===== config.mk =====
export PLATFORM = sky130hd
export DESIGN_NAME = periodic_task_dispatch_table
export DESIGN_NICKNAME = d
export VERILOG_FILES = /design/src/rtl/core/ptd_pkg.sv /design/src/rtl/core/periodic_task_dispatch_table.sv /design/src/rtl/core/ptd_ram.sv
export SDC_FILE = /design/constraint.sdc
export NUM_CORES = 2
export LEC_CHECK = 0
export BUFFER_PORTS_ARGS = -buffer_cell sky130_fd_sc_hd__buf_2
export CORE_MARGIN = 1.5
export CORE_UTILIZATION = 30
export CTS_CLUSTER_SIZE = 25
export DETAILED_ROUTE_END_ITERATION = 10
export HOLD_SLACK_MARGIN = 0.05
export RECOVER_POWER = 25
export SYNTH_ARGS = -nofsm -noshare
export SYNTH_HDL_FRONTEND = slang
export SYNTH_SLANG_ARGS = --single-unit

===== constraint.sdc =====
create_clock -name clk_i -period 12 [get_ports clk_i]
set_clock_uncertainty 0.1 [all_clocks]
set_input_delay 1.2 -clock clk_i [delete_from_list [all_inputs] [get_ports clk_i]]
set_output_delay 1.2 -clock clk_i [all_outputs]
set_load 0.1 [all_outputs]

===== src/rtl/core/ptd_pkg.sv =====
package ptd_pkg;
  localparam int unsigned TaskSlots = 32;
  localparam int unsigned SlotW = 5;
  localparam int unsigned CntW = 6;

  typedef enum logic [2:0] {
    OpCreate = 3'd0, OpKill = 3'd1, OpKillAll = 3'd2, OpSetPeriod = 3'd3, OpRun = 3'd4
  } op_e;

  typedef enum logic [2:0] {
    StDone = 3'd0, StPresent = 3'd1, StFull = 3'd2, StNull = 3'd3, StAbsent = 3'd4,
    StDue = 3'd5
  } status_e;

  // one table entry
  typedef struct packed {
    logic [15:0] key;
    logic [31:0] period;
    logic [31:0] last_run;
  } entry_t;
  localparam int unsigned EntryW = 80;
endpackage


===== src/rtl/core/periodic_task_dispatch_table.sv =====
// channel | ports                                  | handshake
// command | func_i task_key_i period_i now_tick_i  | start_i while busy_o low
// result  | status_o slot_o due_key_o last_o        | valid_o, one cycle, no stall
// From the accepting edge busy_o stays high through the result marked with last_o:
// the entry memory is read one slot per cycle through a registered read port; kill
// reads and writes one slot per cycle while shifting down. Search, run and kill walk
// the live slots in order.
// Reset clears the state, live count, slot index and read-pending flag; the memory holds no reset value.
// The receiver cannot stall; each result shows for one cycle with valid_o.
module periodic_task_dispatch_table (
  input  logic        clk_i,
  input  logic        rst_ni,
  input  logic        start_i,
  output logic        busy_o,
  input  logic [2:0]  func_i,
  input  logic [15:0] task_key_i,
  input  logic [31:0] period_i,
  input  logic [31:0] now_tick_i,
  output logic        valid_o,
  output logic [2:0]  status_o,
  output logic [4:0]  slot_o,
  output logic [15:0] due_key_o,
  output logic        last_o
);
  import ptd_pkg::*;

  typedef enum logic [3:0] {
    SIdle = 4'b0001, SScan = 4'b0010, SShift = 4'b0100, SEnd = 4'b1000
  } state_e;

  state_e state_q, state_d;
  logic [CntW-1:0] live_q, live_d;
  logic [CntW-1:0] idx_q, idx_d;      // slot whose read was issued last cycle
  logic            rd_pend_q, rd_pend_d;
  logic [2:0]      func_q;
  logic [15:0]     key_q;
  logic [31:0]     period_q, now_q;
  logic [2:0]      fst_q, fst_d;
  logic [SlotW-1:0] fslot_q, fslot_d;

  logic             we;
  logic [SlotW-1:0] waddr, raddr;
  entry_t           wdata, rdata;
  logic [EntryW-1:0] rdata_raw;

  ptd_ram #(.Width(EntryW), .Depth(TaskSlots)) u_ram (
    .clk_i, .we_i(we), .waddr_i(waddr), .wdata_i(wdata), .raddr_i(raddr),
    .rdata_o(rdata_raw)
  );
  assign rdata = entry_t'(rdata_raw);

  logic [31:0] elapsed;
  assign elapsed = now_q - rdata.last_run;

  always_comb begin
    state_d = state_q; live_d = live_q; idx_d = idx_q; rd_pend_d = 1'b0;
    fst_d = fst_q; fslot_d = fslot_q;
    we = 1'b0; waddr = idx_q[SlotW-1:0]; wdata = rdata; raddr = '0;
    valid_o = 1'b0; status_o = StDone; slot_o = '0; due_key_o = '0; last_o = 1'b0;
    case (state_q)
      SIdle: begin
        if (start_i) begin
          idx_d = '0;
          fst_d = StDone; fslot_d = '0;
          case (func_i)
            OpCreate: begin
              if (task_key_i == '0) begin
                fst_d = StNull; state_d = SEnd;
              end else if (live_q >= CntW'(TaskSlots)) begin
                fst_d = StFull; state_d = SEnd;
              end else begin
                state_d = SScan; rd_pend_d = live_q != '0;
              end
            end
            OpKill, OpSetPeriod: begin
              if (task_key_i == '0) begin
                fst_d = StNull; state_d = SEnd;
              end else begin
                state_d = SScan; rd_pend_d = live_q != '0;
              end
            end
            OpRun: begin
              state_d = SScan; rd_pend_d = live_q != '0;
            end
            OpKillAll: begin
              live_d = '0; state_d = SEnd;
            end
            default: state_d = SEnd;
          endcase
        end
      end
      SScan: begin
        if (!rd_pend_q) begin
          // walk done without a hit
          state_d = SEnd;
          case (func_q)
            OpCreate: begin
              we = 1'b1; waddr = live_q[SlotW-1:0];
              wdata.key = key_q; wdata.period = period_q; wdata.last_run = '0;
              live_d = live_q + 1'b1; fslot_d = live_q[SlotW-1:0];
            end
            OpKill, OpSetPeriod: fst_d = StAbsent;
            default: ;
          endcase
        end else begin
          logic hit;
          hit = rdata.key == key_q;
          if (func_q == OpRun) begin
            if (elapsed >= rdata.period) begin
              we = 1'b1; wdata.last_run = now_q;
              valid_o = 1'b1; status_o = StDue;
              slot_o = idx_q[SlotW-1:0]; due_key_o = rdata.key;
            end
            idx_d = idx_q + 1'b1;
            raddr = idx_d[SlotW-1:0];
            rd_pend_d = idx_d < live_q;
          end else if (hit) begin
            fslot_d = idx_q[SlotW-1:0];
            state_d = SEnd;
            if (func_q == OpCreate) begin
              fst_d = StPresent;
            end else if (func_q == OpSetPeriod) begin
              we = 1'b1; wdata.period = period_q; wdata.last_run = '0;
            end else begin
              // kill: shift later entries down
              if (idx_q + 1'b1 < live_q) begin
                state_d = SShift; idx_d = idx_q + 1'b1;
                raddr = idx_d[SlotW-1:0]; rd_pend_d = 1'b1;
              end else begin
                live_d = live_q - 1'b1;
              end
            end
          end else begin
            idx_d = idx_q + 1'b1;
            raddr = idx_d[SlotW-1:0];
            rd_pend_d = idx_d < live_q;
          end
        end
        if (state_d == SScan && rd_pend_d == 1'b0 && func_q == OpRun) state_d = SEnd;
      end
      SShift: begin
        // entry idx arrived: write it one slot lower
        we = 1'b1; waddr = idx_q[SlotW-1:0] - 1'b1;
        idx_d = idx_q + 1'b1;
        if (idx_d < live_q) begin
          raddr = idx_d[SlotW-1:0]; rd_pend_d = 1'b1;
        end else begin
          live_d = live_q - 1'b1; state_d = SEnd;
        end
      end
      SEnd: begin
        valid_o = 1'b1; status_o = fst_q; slot_o = fslot_q; last_o = 1'b1;
        state_d = SIdle;
      end
      default: state_d = SIdle;
    endcase
    if (state_q == SIdle && start_i) raddr = '0;
  end

  assign busy_o = state_q != SIdle;

  // control registers
  always_ff @(posedge clk_i or negedge rst_ni) begin
    if (!rst_ni) begin
      state_q <= SIdle; live_q <= '0; idx_q <= '0; rd_pend_q <= 1'b0;
    end else begin
      state_q <= state_d; live_q <= live_d; idx_q <= idx_d;
      rd_pend_q <= rd_pend_d;
    end
  end

  // command word and final result payload
  always_ff @(posedge clk_i) begin
    if (state_q == SIdle && start_i) begin
      func_q <= func_i; key_q <= task_key_i; period_q <= period_i; now_q <= now_tick_i;
    end
    fst_q <= fst_d; fslot_q <= fslot_d;
  end
endmodule


===== src/rtl/core/ptd_ram.sv =====
module ptd_ram #(
  parameter int unsigned Width = 8,
  parameter int unsigned Depth = 32
) (
  input  logic                     clk_i,
  input  logic                     we_i,
  input  logic [$clog2(Depth)-1:0] waddr_i,
  input  logic [Width-1:0]         wdata_i,
  input  logic [$clog2(Depth)-1:0] raddr_i,
  output logic [Width-1:0]         rdata_o
);
  logic [Width-1:0] mem_q [Depth];

  // one write port, one registered read port
  always_ff @(posedge clk_i) begin
    if (we_i) mem_q[waddr_i] <= wdata_i;
    rdata_o <= mem_q[raddr_i];
  end
endmodule


==> impl_metrics.tcl <==
set metrics [dict create \
    fp.dieH_um 603.1 \
    routed_wirelength_um 353800 \
    cp_top_family "compound AO/OA/AOI/OAI gates" \
    cts_root_buffer "clkbuf_16" \
    grt_pass1_vias 65420 \
    slew_viol_final 418 \
    critical_path.slowest_cell "ha_1" \
    drt_first_pass_iters 6 \
    vdd_drop_max_uv 131.1 \
    nets 7195 \
    worstPathRequired_ns 12.70 \
    cap_violations 16 \
    synth_ff_type "edfxtp_1" \
    path_max_fanout 44 \
    hold_viol_final 0 \
    hold_path.class "input pin to register" \
    status "finished, violations left" \
    avgRoutedWirePerCell_um 29.27 \
    failed_checks "capacitance limit, slew limit" \
    grt_usage_pct 18.79 \
    cp-start-kind "register" \
    ios 113 \
    gp_congestion 0.8780 \
    clk_path_buf_depth 4 \
    fin_crit_ns 10.01 \
    cts_tree "built" \
    start_util_pct 30.12 \
    worstMarginPinSlew_ns 3.248 \
    cts_hold_buf 0 \
    ant_nets 0 \
    postCtsSetupRepairBufs 0 \
    synth_cell_type_count 82 \
    dpl-instance-area_um2 115100 \
    fillers 33896 \
    rsz0062_at_grt "false" \
    die_area_um2 363700 \
    crit_type "register to register" \
    num_vias 66611 \
    fmax_mhz 99.90 \
    final_util_pct 34.57 \
    power_leakage_uw 0.03815 \
    portBuffers 112 \
    clkTransAtPathRegs_ns 0.06 \
    dp_hpwl_um 197300 \
    dieWidth_um 603.1 \
    antenna_found_initial 31 \
    syn2layout_area_growth_pct 14.77 \
    fin_area_um2 124000 \
    cts_sinks 2748 \
    viasPerCell 5.511 \
    ys_seq_area_share_pct 75.56 \
    slowest_delay_ns 1.58 \
    grt_max_degree 138 \
    cp_cell_sequence "buf_4, inv_6, ha_1, ha_1, a21boi_2, o211ai_1, a31oi_2, o211ai_1, a21oi_1, buf_4, or3_4, buf_4, o221ai_1, a2111oi_0, or3_1" \
    grt_overflow 0 \
    arrival_ns 10.71 \
    core_um2 358700 \
    worst-path-buf-inv 4 \
    ys_seq_elements 2748 \
    drive_gt1_share_pct 11.44 \
    relSlewSlack_pct -116.5 \
    synth_area_um2 108000 \
    synth_edf_count 2651 \
    post_cts_resized 0 \
    ys_warn_count 0 \
    clkLatencyLatePin_ns 0.91 \
    route.detailed.drc 0 \
    syn_nets 7062 \
    async_flop_share_pct 0.6186 \
    htreeDepth 5 \
    synthCells 6903 \
    setup_violations 0 \
    crit_path_frequent_cell "buf_4" \
    grt_pass1_wl_um 494400 \
    power_density_nw_per_um2 165.7 \
    avgSynthCellArea_um2 15.65 \
    num_rows 220 \
    setup.worst_path.end_class "register" \
    drtIter0Drc 8977 \
    cts_buffers 283 \
    fin_crit_sh_pct 83.42 \
]
-- per-layer routing --
layer  track usage, %  routed length [um]  part of all wire, %  vias to the layer above
li1                 -                   -                    -                    27895
met1            24.13              138100                   39                    34342
met5                0                  55                0.016                        -
met4            8.876               18040                  5.1                        8
met2            31.01              167400                   47                     3670
met3            3.042               30120                  8.5                      696
-- stage by stage --
step | power (uW) | TNS, ns | setup slack (ns) | hold slack (ns) | cells
6_report | 20540 | 0 | 1.990 | 0.3747 | 12086
3_5_place_dp | 12090 | 0 | 3.636 | 0.4262 | 11524
4_1_cts | 20630 | 0 | 3.416 | 0.1548 | 12026
3_3_place_gp | 12080 | 0 | 3.612 | 0.4043 | 11524
5_1_grt | 21080 | 0 | 1.542 | 0.3574 | 12075
2_1_floorplan | 11630 | -204.31 | -0.7932 | 0.3789 | 6903
-- cells in the final DEF, fill, tap and decap left out, drive strengths merged, types with 36 or more instances in the layout --
master  Yosys  routed
a211oi    215     215
a21oi     276     276
a221oi    100     100
a22o       41      41
a31oi      55      55
buf       157     239
clkbuf    311     459
clkinv      2      88
dfxtp      80      80
diode       0      60
edfxtp   2651    2651
ha         72      72
inv        89     100
mux2       71      71
mux2i     390     390
nand2     596     596
nand3     162     162
nand3b     86      86
nand4      53      53
nor2      118     118
nor2b      82      82
nor3      106     106
nor4       36      36
o21ai     312     312
o221ai    203     203
o22ai     119     119
o32ai     109     109
or3        52      52
or4        46      46
xnor2      38      38
-- flip-flops by register name, summed over array words and instances, names as in the netlist --
| name | flops |
|---|---|
| fslot_q | 5 |
| fst_q | 3 |
| func_q | 3 |
| idx_q | 6 |
| key_q | 16 |
| live_q | 6 |
| now_q | 32 |
| period_q | 32 |
| rd_pend_q | 1 |
| state_q | 4 |
| u_ram.mem_q | 2560 |
| u_ram.rdata_o | 80 |
-- power breakdown --
| part | internal, uW | leakage, uW | switching, uW |
|---|---|---|---|
| Clock | 4950 | 0.00439 | 3700 |
| Combinational | 360 | 0.00901 | 817 |
| Sequential | 10600 | 0.0247 | 105 |
| Total | 15900 | 0.0382 | 4630 |
-- kinds of logic (layout without fill, tap and decap cells) --
logic type               count (synthesis)  in the layout  share of synthesized area [%]
flip-flops                            2748           2748                          75.56
AO/OA/AOI/OAI                         1602           1602                          10.31
AND/OR/NAND/NOR                       1412           1412                          6.427
buffers and inverters                  559            909                          2.107
multiplexers                           461            461                          4.353
adder cells (fa/ha/maj)                 73             73                         0.8523
XOR/XNOR                                48             48                         0.3891
other                                    0             60                              0
-- area by class of cell --
type | count | area, um^2 | area share, %
Tap cell | 4773 | 5972 | 4.816
Sequential cell | 2748 | 81630 | 65.84
Multi-Input combinational cell | 3596 | 24770 | 19.98
Timing Repair Buffer | 316 | 2156 | 1.739
Antenna cell | 60 | 150.1 | 0.1211
Clock buffer | 382 | 7850 | 6.331
Clock inverter | 120 | 1112 | 0.8971
Inverter | 91 | 351.6 | 0.2835
-- Yosys cell counts (71+ instances only) --
cell         n  area [um^2]
nand3_1    161        805.8
nand3b_1    86        645.6
nor2b_1     82        513.0
a21oi_1    275         1376
mux2_2      71        799.5
o221ai_1   203         1778
nor3_1     104        520.5
nand2_1    595         2233
buf_2       76        380.4
a221oi_1   100        875.8
inv_1       89        334.1
ha_1        72        900.9
nor2_1     117        439.2
dfxtp_1     80         1602
edfxtp_1  2651        79610
a211oi_1   215         1614
o21ai_0    296         1481
mux2i_1    390         3904
o32ai_1    109        954.7
o22ai_1    119        744.5
clkbuf_1   311         1167
-- worst paths after layout --
path	slack, ns	start	to	cells after the start
max	1.99	idx_q[0]	u_ram.rdata_o[44]	15
min	0.37	now_tick_i[4]	now_q[4]	1
max reg2reg	1.99	idx_q[0]	u_ram.rdata_o[44]	15
min reg2reg	0.45	idx_q[5]	idx_q[5]	2
max in group asynchronous	10.72	rst_ni	idx_q[2]	1
min in group asynchronous	0.42	rst_ni	live_q[1]	1
Power figures use the tool's default switching activity.
